<file path="config.mk">
export PLATFORM = sky130hd
export DESIGN_NAME = icmp_echo_responder
export DESIGN_NICKNAME = d
export VERILOG_FILES = /design/src/rtl/ier_pkg.sv /design/src/rtl/icmp_echo_responder.sv /design/src/rtl/ier_accum.sv /design/src/rtl/ier_verdict.sv
export VERILOG_INCLUDE_DIRS = /design/src /design/src/rtl
export SDC_FILE = /design/constraint.sdc
export NUM_CORES = 1
export LEC_CHECK = 0
export ABC_CLOCK_PERIOD_IN_PS = 8860
export BUFFER_PORTS_ARGS = -buffer_cell sky130_fd_sc_hd__buf_2
export CAP_MARGIN = 15
export CORE_MARGIN = 2
export CORE_UTILIZATION = 56
export DETAILED_ROUTE_END_ITERATION = 8
export HOLD_SLACK_MARGIN = 0.05
export PLACE_DENSITY = 0.76
export SYNTH_ARGS = -nofsm -noshare
export SYNTH_HDL_FRONTEND = slang
export SYNTH_SLANG_ARGS = --single-unit
export TNS_END_PERCENT = 20
</file>
<file path="constraint.sdc">
create_clock -name clk_i -period 8.86 [get_ports clk_i]
set_input_delay 2.658 -clock clk_i [delete_from_list [all_inputs] [get_ports clk_i]]
set_output_delay 2.658 -clock clk_i [all_outputs]
set_load 0.1 [all_outputs]
</file>
<file path="src/rtl/icmp_echo_responder_assert.svh">
// Assertion macros for the ICMP echo responder.
`ifndef ICMP_ECHO_RESPONDER_ASSERT_SVH
`define ICMP_ECHO_RESPONDER_ASSERT_SVH
`ifndef SYNTHESIS
`define IER_ASSERT(lbl, clk, rstn, prop) \
  lbl: assert property (@(posedge clk) disable iff (!(rstn)) (prop)) \
    else $error("ier: invariant violated");
`define IER_ASSERT_IMPL(lbl, clk, rstn, ante, cons) \
  lbl: assert property (@(posedge clk) disable iff (!(rstn)) (ante) |-> (cons)) \
    else $error("ier: same-cycle implication violated");
`define IER_ASSERT_NEXT(lbl, clk, rstn, ante, cons) \
  lbl: assert property (@(posedge clk) disable iff (!(rstn)) (ante) |=> (cons)) \
    else $error("ier: next-cycle implication violated");
`else
`define IER_ASSERT(lbl, clk, rstn, prop)
`define IER_ASSERT_IMPL(lbl, clk, rstn, ante, cons)
`define IER_ASSERT_NEXT(lbl, clk, rstn, ante, cons)
`endif
`endif

</file>
<file path="src/rtl/ier_pkg.sv">
package ier_pkg;

  localparam int HdrBytes  = 20;
  localparam int HdrIdxW   = $clog2(HdrBytes);
  localparam int MinIcmp   = 8;
  localparam int LeadBytes = 4;
  localparam int LeadIdxW  = $clog2(LeadBytes);
  // Second byte of the header checksum word.
  localparam int ChkWordEnd = 11;
  // Shortest total length at which an odd trailing ICMP byte is padded.
  localparam int OddPadMin  = HdrBytes + 5;
  localparam logic [3:0] IpVersion    = 4'd4;
  localparam logic [7:0] ProtoIcmp    = 8'd1;
  localparam logic [7:0] TypeEchoReq  = 8'd8;
  localparam logic [3:0] McastNibble  = 4'he;

  typedef logic [HdrBytes-1:0][7:0] hdr_t;

  typedef enum logic [3:0] {
    StOk      = 4'd0,
    StShort   = 4'd1,
    StVersion = 4'd2,
    StLen     = 4'd3,
    StTrunc   = 4'd4,
    StHlen    = 4'd5,
    StIpSum   = 4'd6,
    StProto   = 4'd7,
    StFrag    = 4'd8,
    StSrc     = 4'd9,
    StMcast   = 4'd10,
    StIcmpSum = 4'd11,
    StType    = 4'd12,
    StCode    = 4'd13
  } status_e;

  // Packet totals captured on the last word.
  typedef struct packed {
    logic [15:0]                 count;
    logic [15:0]                 hdr_sum;
    logic [15:0]                 ip_sum;
    logic [15:0]                 icmp_sum;
    logic [7:0]                  hold;
    logic [LeadBytes-1:0][7:0]   lead;
  } snap_t;

  typedef struct packed {
    status_e     status;
    logic [31:0] src;
    logic [31:0] dst;
    logic [15:0] ip_chk;
    logic [15:0] icmp_chk;
  } result_t;

  // Ones'-complement add with end-around carry.
  function automatic logic [15:0] oc_add(input logic [15:0] a, input logic [15:0] b);
    logic [16:0] s;
    s = {1'b0, a} + {1'b0, b};
    return s[15:0] + {15'd0, s[16]};
  endfunction

endpackage

</file>
<file path="src/rtl/icmp_echo_responder.sv">
// Channel   Direction  Handshake               Word
// in        input      in_valid_i / in_stall_o   data_byte_i, last_byte_i
// out       output     out_valid_o / out_stall_i status_o, reply_* fields
//
// One packet byte is taken in every clock cycle while the input does not stall.
// After its last byte is taken, a verdict passes through the snapshot register into the output queue.
// The input stalls only on a last byte while two verdicts are queued or in flight
// and none leaves in that cycle.
// Reset clears the byte count, the running sums and all valid flags.
`include "icmp_echo_responder_assert.svh"
module icmp_echo_responder import ier_pkg::*; (
  input  logic        clk_i,
  input  logic        rst_ni,
  input  logic        in_valid_i,
  output logic        in_stall_o,
  input  logic [7:0]  data_byte_i,
  input  logic        last_byte_i,
  output logic        out_valid_o,
  input  logic        out_stall_i,
  output logic [3:0]  status_o,
  output logic [31:0] reply_source_o,
  output logic [31:0] reply_destination_o,
  output logic [15:0] reply_ip_checksum_o,
  output logic [15:0] reply_icmp_checksum_o
);

  logic       byte_valid_q, last_q;
  logic [7:0] byte_q;
  logic       fire, pop, blocked;
  logic [1:0] pending;

  logic       snap_valid;
  snap_t      snap;
  hdr_t       hdr;
  result_t    res;

  result_t    out_q, skid_q;
  logic       out_valid_q, skid_valid_q;

  // Verdicts in flight or queued, less the one leaving now.
  assign pop     = out_valid_q && !out_stall_i;
  assign pending = {1'b0, out_valid_q} + {1'b0, skid_valid_q} + {1'b0, snap_valid}
                   - {1'b0, pop};
  assign blocked = pending >= 2'd2;

  assign in_stall_o = byte_valid_q && last_q && blocked;
  assign fire       = byte_valid_q && !in_stall_o;

  always_ff @(posedge clk_i or negedge rst_ni) begin
    if (!rst_ni) begin
      byte_valid_q <= 1'b0;
    end else if (!in_stall_o) begin
      byte_valid_q <= in_valid_i;
    end
  end

  always_ff @(posedge clk_i) begin
    if (in_valid_i && !in_stall_o) begin
      byte_q <= data_byte_i;
      last_q <= last_byte_i;
    end
  end

  ier_accum u_accum (
    .clk_i        (clk_i),
    .rst_ni       (rst_ni),
    .fire_i       (fire),
    .data_byte_i  (byte_q),
    .last_byte_i  (last_q),
    .snap_valid_o (snap_valid),
    .snap_o       (snap),
    .hdr_o        (hdr)
  );

  ier_verdict u_verdict (
    .snap_i   (snap),
    .hdr_i    (hdr),
    .result_o (res)
  );

  // Two-entry output queue: the head drives the ports, the skid catches a stalled push.
  always_ff @(posedge clk_i or negedge rst_ni) begin
    if (!rst_ni) begin
      out_valid_q  <= 1'b0;
      skid_valid_q <= 1'b0;
    end else if (!out_valid_q || pop) begin
      if (skid_valid_q) begin
        out_valid_q  <= 1'b1;
        skid_valid_q <= snap_valid;
      end else begin
        out_valid_q  <= snap_valid;
      end
    end else if (snap_valid) begin
      skid_valid_q <= 1'b1;
    end
  end

  always_ff @(posedge clk_i) begin
    if (!out_valid_q || pop) begin
      if (skid_valid_q) begin
        out_q <= skid_q;
        if (snap_valid) begin
          skid_q <= res;
        end
      end else if (snap_valid) begin
        out_q <= res;
      end
    end else if (snap_valid) begin
      skid_q <= res;
    end
  end

  assign out_valid_o           = out_valid_q;
  assign status_o              = out_q.status;
  assign reply_source_o        = out_q.src;
  assign reply_destination_o   = out_q.dst;
  assign reply_ip_checksum_o   = out_q.ip_chk;
  assign reply_icmp_checksum_o = out_q.icmp_chk;

  `IER_ASSERT(a_skid_behind_head, clk_i, rst_ni, !skid_valid_q || out_valid_q)
  `IER_ASSERT(a_no_queue_overrun, clk_i, rst_ni, !(snap_valid && out_valid_q && skid_valid_q))
  `IER_ASSERT_NEXT(a_last_makes_verdict, clk_i, rst_ni, fire && last_q, snap_valid)
  `IER_ASSERT_IMPL(a_stall_only_on_last, clk_i, rst_ni, in_stall_o, byte_valid_q && last_q)

endmodule

</file>
<file path="src/rtl/ier_accum.sv">
module ier_accum import ier_pkg::*; (
  input  logic       clk_i,
  input  logic       rst_ni,
  input  logic       fire_i,
  input  logic [7:0] data_byte_i,
  input  logic       last_byte_i,
  output logic       snap_valid_o,
  output snap_t      snap_o,
  output hdr_t       hdr_o
);

  logic [15:0] count_q, hdr_sum_q, ip_sum_q, icmp_sum_q;
  logic [7:0]  hold_q, prev_q;
  logic [LeadBytes-1:0][7:0] lead_q;
  hdr_t        hdr_q, hdr_d;
  snap_t       upd, snap_q;
  logic        snap_valid_q;

  logic [15:0] pos, total_len, off;
  logic        in_hdr, in_icmp;
  logic [15:0] word;

  assign pos       = count_q;
  assign total_len = {hdr_q[2], hdr_q[3]};
  assign in_hdr    = pos < 16'(HdrBytes);
  assign in_icmp   = !in_hdr && (pos < total_len);
  assign off       = pos - 16'(HdrBytes);
  assign word      = {prev_q, data_byte_i};

  always_comb begin
    hdr_d        = hdr_q;
    upd.count    = count_q + {15'd0, (count_q != 16'hffff)};
    upd.hdr_sum  = hdr_sum_q;
    upd.ip_sum   = ip_sum_q;
    upd.icmp_sum = icmp_sum_q;
    upd.hold     = hold_q;
    upd.lead     = lead_q;
    if (in_hdr) begin
      hdr_d[pos[HdrIdxW-1:0]] = data_byte_i;
      if (pos[0]) begin
        upd.hdr_sum = oc_add(hdr_sum_q, word);
        // The reply checksum leaves out the received checksum word.
        if (pos != 16'(ChkWordEnd)) begin
          upd.ip_sum = oc_add(ip_sum_q, word);
        end
      end
    end else if (in_icmp) begin
      if (off < 16'(LeadBytes)) begin
        upd.lead[off[LeadIdxW-1:0]] = data_byte_i;
      end else if (!off[0]) begin
        upd.hold = data_byte_i;
      end else begin
        upd.icmp_sum = oc_add(icmp_sum_q, {hold_q, data_byte_i});
      end
    end
  end

  always_ff @(posedge clk_i or negedge rst_ni) begin
    if (!rst_ni) begin
      count_q      <= '0;
      hdr_sum_q    <= '0;
      ip_sum_q     <= '0;
      icmp_sum_q   <= '0;
      hold_q       <= '0;
      lead_q       <= '0;
      snap_valid_q <= 1'b0;
    end else begin
      snap_valid_q <= fire_i && last_byte_i;
      if (fire_i) begin
        if (last_byte_i) begin
          count_q    <= '0;
          hdr_sum_q  <= '0;
          ip_sum_q   <= '0;
          icmp_sum_q <= '0;
          hold_q     <= '0;
          lead_q     <= '0;
        end else begin
          count_q    <= upd.count;
          hdr_sum_q  <= upd.hdr_sum;
          ip_sum_q   <= upd.ip_sum;
          icmp_sum_q <= upd.icmp_sum;
          hold_q     <= upd.hold;
          lead_q     <= upd.lead;
        end
      end
    end
  end

  always_ff @(posedge clk_i) begin
    if (fire_i) begin
      hdr_q  <= hdr_d;
      prev_q <= data_byte_i;
      if (last_byte_i) begin
        snap_q <= upd;
      end
    end
  end

  assign snap_valid_o = snap_valid_q;
  assign snap_o       = snap_q;
  assign hdr_o        = hdr_q;

endmodule

</file>
<file path="src/rtl/ier_verdict.sv">
module ier_verdict import ier_pkg::*; (
  input  snap_t   snap_i,
  input  hdr_t    hdr_i,
  output result_t result_o
);

  logic [15:0] total_len;
  logic [5:0]  hlen;
  logic [16:0] min_len;
  logic [31:0] src, dst;
  logic [15:0] rest, part, full;
  status_e     status;

  assign total_len = {hdr_i[2], hdr_i[3]};
  assign hlen      = {hdr_i[0][3:0], 2'b00};
  assign min_len   = {11'd0, hlen} + 17'(MinIcmp);
  assign src       = {hdr_i[12], hdr_i[13], hdr_i[14], hdr_i[15]};
  assign dst       = {hdr_i[16], hdr_i[17], hdr_i[18], hdr_i[19]};

  always_comb begin
    rest = snap_i.icmp_sum;
    // An odd ICMP length leaves a high byte that is padded with zero.
    if (total_len >= 16'(OddPadMin) && total_len[0]) begin
      rest = oc_add(snap_i.icmp_sum, {snap_i.hold, 8'h00});
    end
  end

  assign part = oc_add(rest, {snap_i.lead[0], snap_i.lead[1]});
  assign full = oc_add(part, {snap_i.lead[2], snap_i.lead[3]});

  always_comb begin
    if (snap_i.count < 16'(HdrBytes))                  status = StShort;
    else if (hdr_i[0][7:4] != IpVersion)               status = StVersion;
    else if ({1'b0, total_len} < min_len)              status = StLen;
    else if (snap_i.count < total_len)                 status = StTrunc;
    else if (hlen != 6'(HdrBytes))                     status = StHlen;
    else if (snap_i.hdr_sum != 16'hffff)               status = StIpSum;
    else if (hdr_i[9] != ProtoIcmp)                    status = StProto;
    else if ((hdr_i[6] | hdr_i[7]) != 8'd0)            status = StFrag;
    else if (src == 32'hffff_ffff || src == 32'd0)     status = StSrc;
    else if (src[31:28] == McastNibble)                status = StMcast;
    else if (full != 16'hffff)                         status = StIcmpSum;
    else if (snap_i.lead[0] != TypeEchoReq)            status = StType;
    else if (snap_i.lead[1] != 8'd0)                   status = StCode;
    else                                               status = StOk;
  end

  always_comb begin
    result_o        = '0;
    result_o.status = status;
    if (status == StOk) begin
      result_o.src      = dst;
      result_o.dst      = src;
      result_o.ip_chk   = ~snap_i.ip_sum;
      // Type becomes zero, so only the code byte stays in the sum.
      result_o.icmp_chk = ~oc_add(rest, {8'd0, snap_i.lead[1]});
    end
  end

endmodule

</file>
==> summary.md, run 1 <==
| Metric | Value |
|---|---|
| CTS H-tree lvls | 2 |
| Vias per cell | 5.98 |
| P per Cell Area | 366 nW/µm² |
| Crit path arrival time | 9630 ps |
| Syn Inst Count | 2480 |
| Clock transition at path regs | ~60 ps |
| Worst Path Required | 9350 ps |
| Leak | approximately 13 nW |
| Worst-path fanout max | 6 |
| Hold path start | u_accum.lead_q[24] |
| DIE WIDTH | 229 µm |
| Max Buffers Root-to-Sink | 3 |
| Post-synth top flop | edfxtp_1 |
| Multi-input logic area | 12100 µm² |
| Synth top area cells | edfxtp_1, dfrtp_1, ha_1 |
| FF-to-FF Start | u_accum.snap_o[48] |
| Failing checks | negative setup slack |
| Skew final | 37.9 ps |
| Full die area | 52200 µm² |
| Final period util | 103% |
| Tmin final | 9140 ps |
| Pwr Total | between 10 and 15 mW |
| Worst min-delay path category | reg2reg |
| DRT iter0 DRCs | roughly 1700 |
| Top delay family on crit path | compound AO/OA/AOI/OAI gates |
| Final count of pins violating max slew | 0 |
| Yosys warns | 0 |
| WL/cell | 20.1 µm |
| Slew headroom | between 20 and 25% |
| Yosys top cell by area | edfxtp_1 |
| # hold bufs at CTS | 0 |
| Final WS setup | -278 ps |
| Share of cells above drive strength 1 | roughly 18% |
| Synthesized area per cell | 11.4 µm² |
| Root buf cell | clkbuf_16 |
| # nets final | 2881 |
| Pre-antenna DRT Iters | 6 |
| Core area | 50000 µm² |
| Setup crit end kind | register |
| Initial core utilization | 56.5% |
| Ports | 115 |
| Worst-Margin Slew | 1160 ps |
| Register Area | roughly 16000 µm² |
| Max-Cap Viols | 0 |
| Setup Viol. Count Final | 182 |
| Crit Path Class | reg2reg |
| RD Place Congestion | 0.919 |
| Number of global-route vias before repair | 20500 |
| Unrepaired setup endpoints after global routing | yes |
| Post-synth EDFFs | 433 |
| Worst skew pair latency | 630 ps |
| Final HPWL DP | roughly 45000 µm |
| Placed cells | approximately 3300 |
| Dpl ws | -561 ps |
| Antenna Nets Post-Route | 0 |
| Antenna diodes | 0 |
| CP Launch Type | register |
| IO buf count | 114 |
| Slowest cell on the critical path | or4_4 |
| First-pass GRT wire length | 109000 µm |
| Worst path max stage delay | between 400 and 500 ps |
| Placed Area | slightly above 30000 µm² |
| CTS tree | yes |
| Overflow after GRT | 0 |
| Residual DRC | 0 |
| Post-Syn Area | 28200 µm² |
| Status | finished with violations |
| Fmax | roughly 0.11 GHz |
| All-Layer GR Usage | 26.1% |
| Synth-to-Final Area Change | 16.4% |
| Peak supply drop | 0.240 mV |
| Synth top area share | 46.1% |
| Setup TNS Final | -23030 ps |
| Hold Vio Cnt, Final | 0 |
| Final Cell Area | 32800 µm² |
| Filler cells | 3632 |
| Crit path launch | u_accum.snap_o[48] |
| Vias | 20500 |
| Yosys reg bits | 541 |
| Die H | 229 µm |
| Crit path top cell by count | a21o_1 |
| Seq/Total Area, Yosys | 55.6% |
| Maximum number of pins on one net before global-route repair | a little over 100 |
| Asr flop ratio synth | between 10% and 20% |
| Worst Path Buf+Inv | 5 |
| Total CTS buffers | 53 |
| Antenna violations before repair | 0 |
| Clock sink count | 541 |
| Final Instance Count excl. Fillers | 3435 |
| Syn Nets | 2643 |
| Distinct cell type count after synthesis | between 80 and 90 |
| Drt total wl | 68900 µm |
| Row count | 82 |
==> cells by family (layout without fill, tap and decap cells) <==
group	after synthesis	after routing	synth area share [%]
multiplexers	66	66	2.60
AND/OR/NAND/NOR	905	905	15.5
adder cells (fa/ha/maj)	151	151	6.84
buffers and inverters	178	461	2.57
flip-flops	541	541	55.6
XOR/XNOR	166	166	5.20
AO/OA/AOI/OAI	473	473	11.6
==> stage by stage <==
stage	hold slack (ps)	utilization (%)
after global placement	479	61.0
final	501	65.7
after floorplan	466	-
after global routing	528	65.7
after CTS	501	65.4
after detailed placement	488	61.0
==> registers in the layout, indices dropped and copies added (netlist names), 16 cells and up <==
name	count
u_accum.snap_o	104
u_accum.hdr_o	112
reply_icmp_checksum_o	16
skid_q	100
u_accum.ip_sum_q	16
reply_destination_o	32
u_accum.count_q	16
reply_ip_checksum_o	16
reply_source_o	32
u_accum.hdr_sum_q	16
u_accum.lead_q	32
u_accum.icmp_sum_q	16
==> synthesized netlist by cell type, types with 5 or more instances <==
cell / instances
a31oi_1: 11
a21o_1: 42
nand4_1: 52
and2_1: 72
nor2_1: 148
clkbuf_1: 84
inv_1: 68
xor2_1: 76
a22o_1: 53
nor3b_1: 9
nor2b_1: 16
o31a_1: 5
edfxtp_1: 433
mux2i_1: 7
o21bai_1: 15
buf_1: 6
or2_2: 8
mux2_2: 58
a22oi_1: 25
a2111oi_0: 5
and3_1: 12
nor4b_1: 6
nand2_1: 325
nand2b_1: 25
or3_1: 6
ha_1: 144
xnor2_1: 89
a211oi_1: 11
o21ai_1: 9
a21oi_1: 75
o31ai_1: 35
o21a_1: 13
o211ai_1: 20
nand3_1: 122
o311ai_0: 11
buf_6: 5
nor3_1: 38
nor4_1: 41
o21ai_0: 92
dfrtp_1: 108
buf_2: 13
fa_1: 6
==> path summary, 6_finish.rpt <==
kind                                    endpoint  slack, ps  depth (start not counted)
setup / recovery               reply_source_o[0]       -280                         49
hold / removal                u_accum.lead_q[24]        500                          2
setup reg to reg               reply_source_o[0]       -280                         49
hold reg to reg               u_accum.lead_q[24]        500                          2
max in group asynchronous           skid_valid_q       5410                          2
min in group asynchronous  u_accum.icmp_sum_q[4]       2040                          1
==> timing repair <==
item,in CTS,in global routing
gates resized for setup,44,18
pin swaps,87,47
buffers inserted,15,6
endpoints found under the setup margin,200,200
gates cloned,4,1
hold endpoints to repair,0,0
==> metal layers <==
| layer | share of wire [%] | global-route usage (%) |
|---|---|---|
| met4 | 2.9 | 8.86 |
| met3 | 5.6 | 2.98 |
| met5 | 0 | 0 |
| met1 | 41 | 33.8 |
| met2 | 50 | 45.8 |
==> worst register-to-register path: cells and delay by family (launching register included) <==
family / cells / cell delay [ps]
compound gates: 18 / 2990
xor+xnor: 2 / 240
fa+ha+maj: 10 / 2260
buf+inv: 5 / 600
flops: 1 / 350
simple gates: 14 / 2590
==> cells in the final DEF, fill, tap and decap left out, types with 7 or more instances in the layout <==
cell,n
clkbuf_16,54
nand2b_1,22
o21ai_1,11
dfrtp_1,107
a31oi_1,10
xor2_1,75
xnor2_1,89
o211ai_1,20
nand2_1,324
nor2b_1,15
nor2_1,137
nor3b_1,9
buf_12,11
edfxtp_1,433
and2_1,72
clkinv_2,10
buf_4,158
nor3_1,35
o21bai_1,15
mux2i_1,7
o21a_1,12
a21oi_1,73
o311ai_0,10
a22o_1,53
o21ai_0,88
ha_1,135
clkbuf_1,17
a211oi_1,9
nand3_1,120
o31ai_1,30
mux2_2,57
or2_2,8
a22oi_1,25
a21o_1,42
nor2_2,7
inv_1,66
nor4_1,39
buf_2,113
and3_1,11
nand4_1,52
==> where the power goes <==
group | internal, mW | switching [mW]
sequential | 3.46 | 0.333
combinational | 2.15 | 3.82
clock | 1.29 | 0.984
total | 6.89 | 5.13
==> final cells by class <==
class	instances	share of cell area (%)
flip-flops and latches	541	47.8
well taps	672	2.56
multi-input cells	1761	36.9
inverters	69	0.788
clock buffers	72	4.32
clock inverters	28	1.05
repair buffers	292	6.57
(Power assumes the default switching activity.)
==> inputs of run 2 (changes only) <==
- ABC_AREA: unset -> 1
==> run 2 against run 1 <==
  * The run still ends with negative setup slack left
  * Non-clock buffer count increased by 22
  * Power shrank 6.5%
  * Sequential power shrank 5.8%
  * First-iteration DRC count up 25%
  * Clock power barely moved
  * Worst setup slack worse by 300 ps
  * Clock skew fell by 8.7 ps
==> summary.md, run 2 <==
| Metric | Value |
|---|---|
| Final HPWL DP | about 47000 µm |
| Unrepaired setup endpoints after global routing | yes |
| Internal power | 6.30 mW |
| Worst-path fanout max | 9 |
| Overflow after GRT | 0 |
| Row count | 82 |
| Antenna violations before repair | 1 |
| DIE WIDTH | 229 µm |
| Max Buffers Root-to-Sink | 3 |
| Fmax | 0.106 GHz |
| Clock sink count | 541 |
| Crit path top cell by count | nand2_2 |
| Failing checks | negative setup slack |
| Tmin final | 9440 ps |
| Placed cells | 3779 |
| # nets final | 3372 |
| Peak supply drop | 0.178 mV |
| Seq/Total Area, Yosys | 55.4% |
| Root buf cell | clkbuf_16 |
| Worst Path Required | 9300 ps |
| Syn Nets | slightly above 3000 |
| DRT iter0 DRCs | 2142 |
| Post-synth EDFFs | 433 |
| Post-synth top cells | inv_1, nand2_1, edfxtp_1 |
| Core area | 50100 µm² |
| Leak | 15.8 nW |
| Hold Vio Cnt, Final | 0 |
| Residual DRC | 0 |
| Total CTS buffers | 55 |
| Register Area | roughly 16000 µm² |
| Most common cell after layout, fill and taps aside | inv_1 |
| Comb power frac | around 48% |
| Multi-input logic area | 11000 µm² |
| Slowest cell on the critical path | fa_2 |
| Sw Share | 43.9% |
| Initial core utilization | 56.7% |
| Yosys reg bits | roughly 540 |
| CTS tree | yes |
| Syn Inst Count | 2927 |
| Filler cells | 3644 |
| Yosys warns | 0 |
| Final period util | 107% |
| Final Instance Count excl. Fillers | 3927 |
| Post-Syn Area | 28400 µm² |
| Die H | 229 µm |
| Worst-Margin Slew | 1150 ps |
| Hold_ws | 484 ps |
| Distinct cell type count after synthesis | 46 |
| Synth top area cells | edfxtp_1, dfrtp_1, inv_1 |
| Commonest non-fill, non-tap cells in the layout | inv_1, nand2_1, edfxtp_1, nor2_1, a21oi_1 |
| Pre-antenna DRT Iters | 6 |
| Asr flop ratio synth | 20.0% |
| Clock transition at path regs | 60 ps |
| CP Launch Type | register |
| # hold bufs at CTS | 0 |
| Antenna Nets Post-Route | 0 |
| Crit Path Class | reg2reg |
| Post-synth top flop | edfxtp_1 |
| Yosys top cell by area | edfxtp_1 |
| Worst skew pair latency | between 600 and 700 ps |
| First-pass GRT wire length | 113000 µm |
| Share of cells above drive strength 1 | around 17% |
| Vias | roughly 22000 |
| Setup crit end kind | register |
| Maximum number of pins on one net before global-route repair | 104 |
| Final WS setup | -578 ps |
| Clock power frac | between 20% and 30% |
| Count leader, synth | inv_1 |
| Skew final | 29.3 ps |
| P_sw | 4.94 mW |
| Ports | approximately 120 |
| Slew headroom | 22.7% |
| Worst min-delay path category | reg2reg |
| Setup Viol. Count Final | 197 |
| Synth top area share | 45.8% |
| Number of global-route vias before repair | 21600 |
| Synthesized area per cell | 9.69 µm² |
| Synth-to-Final Area Change | 18.7% |
| All-Layer GR Usage | 26.9% |
| IO buf count | 114 |
| CTS H-tree lvls | 2 |
| Max reg flops | 112 |
| Vias per cell | 5.62 |
| WL/cell | around 18 µm |
| Part of the power in registers | 31.8% |
| Worst path max stage delay | 410 ps |
| P per Cell Area | 334 nW/µm² |
| RD Place Congestion | 0.924 |
| Crit path arrival time | about 9900 ps |
| Max-Cap Viols | 0 |
| Status | finished with violations |
| Final count of pins violating max slew | 0 |
| Antenna diodes | 0 |
| Drt total wl | 71000 µm |
| Full die area | about 52000 µm² |
run 2: cell families after synthesis:
logic type / count (synthesis) / share of synthesized area (%)
compound gates: 482 / 9.70
xor+xnor: 128 / 3.95
fa+ha+maj: 150 / 6.78
buf+inv: 604 / 8.21
flops: 541 / 55.4
simple gates: 1022 / 16.0
run 2: power by group through the flow:
stage	registers [mW]	clock network, mW	logic (mW)
2_1_floorplan	4.69	0	2.45
3_3_place_gp	3.60	0	4.79
3_5_place_dp	3.61	0	4.89
4_1_cts	3.57	2.29	5.19
5_1_grt	3.61	2.39	5.85
6_report	3.57	2.27	5.39
run 2: metal layers:
metal	routed length, µm	vias to the layer above	track usage, %
li1	-	10500	-
met1	29100	10500	34.8
met2	34300	811	45.3
met3	4570	190	4.06
met4	3090	0	11.3
met5	0	-	0
run 2: path summary, 6_finish.rpt:
kind | depth (start not counted) | slack (ps) | start | end
worst max-delay path | 66 | -580 | u_accum.snap_o[48] | reply_destination_o[2]
worst min register to register | 2 | 480 | u_accum.lead_q[14] | u_accum.lead_q[14]
worst min-delay path | 2 | 480 | u_accum.lead_q[14] | u_accum.lead_q[14]
worst max register to register | 66 | -580 | u_accum.snap_o[48] | reply_destination_o[2]
min in group asynchronous | 1 | 2210 | rst_ni | u_accum.hdr_sum_q[12]
max in group asynchronous | 2 | 5470 | rst_ni | u_accum.count_q[6]
run 2: worst max-delay path, delay by kind of cell, from the launching register on:
family	cells	cell delay (ps)
and+or+nand+nor	33	3970
AOI/OAI and AO/OA	15	1850
adders and majority gates	8	2130
DFF	1	360
xor gates and xnor gates	1	200
buffers and inverters	9	770
run 2: through the flow:
stage / TNS (ps) / power [mW] / util, % / instance area [µm²] / setup slack [ps]
3_5_place_dp: -164290 / 8.50 / 61.3 / 30700 / -1030
6_report: -80830 / 11.2 / 67.3 / 33700 / -578
4_1_cts: -37370 / 11.1 / 66.6 / 33300 / -298
5_1_grt: -206930 / 11.9 / 67.3 / 33700 / -1210
2_1_floorplan: 0 / 7.14 / - / 28400 / 155
3_3_place_gp: -74860 / 8.39 / 61.3 / 30700 / -528
run 2: layout make-up:
| class | instances | area share [%] |
|---|---|---|
| flip-flops and latches | 541 | 46.6 |
| multi-input cells | 1782 | 32.8 |
| repair buffers | 314 | 7.17 |
| inverters | 515 | 5.75 |
| clock buffers | 66 | 4.24 |
| well taps | 672 | 2.50 |
| clock inverters | 37 | 0.944 |
run 2: what timing repair did:
action,CTS,global route
gates resized for setup,106,73
hold endpoints to repair,0,0
pin swaps,90,100
buffers inserted,27,10
gates cloned,6,0
setup endpoints to repair,200,200
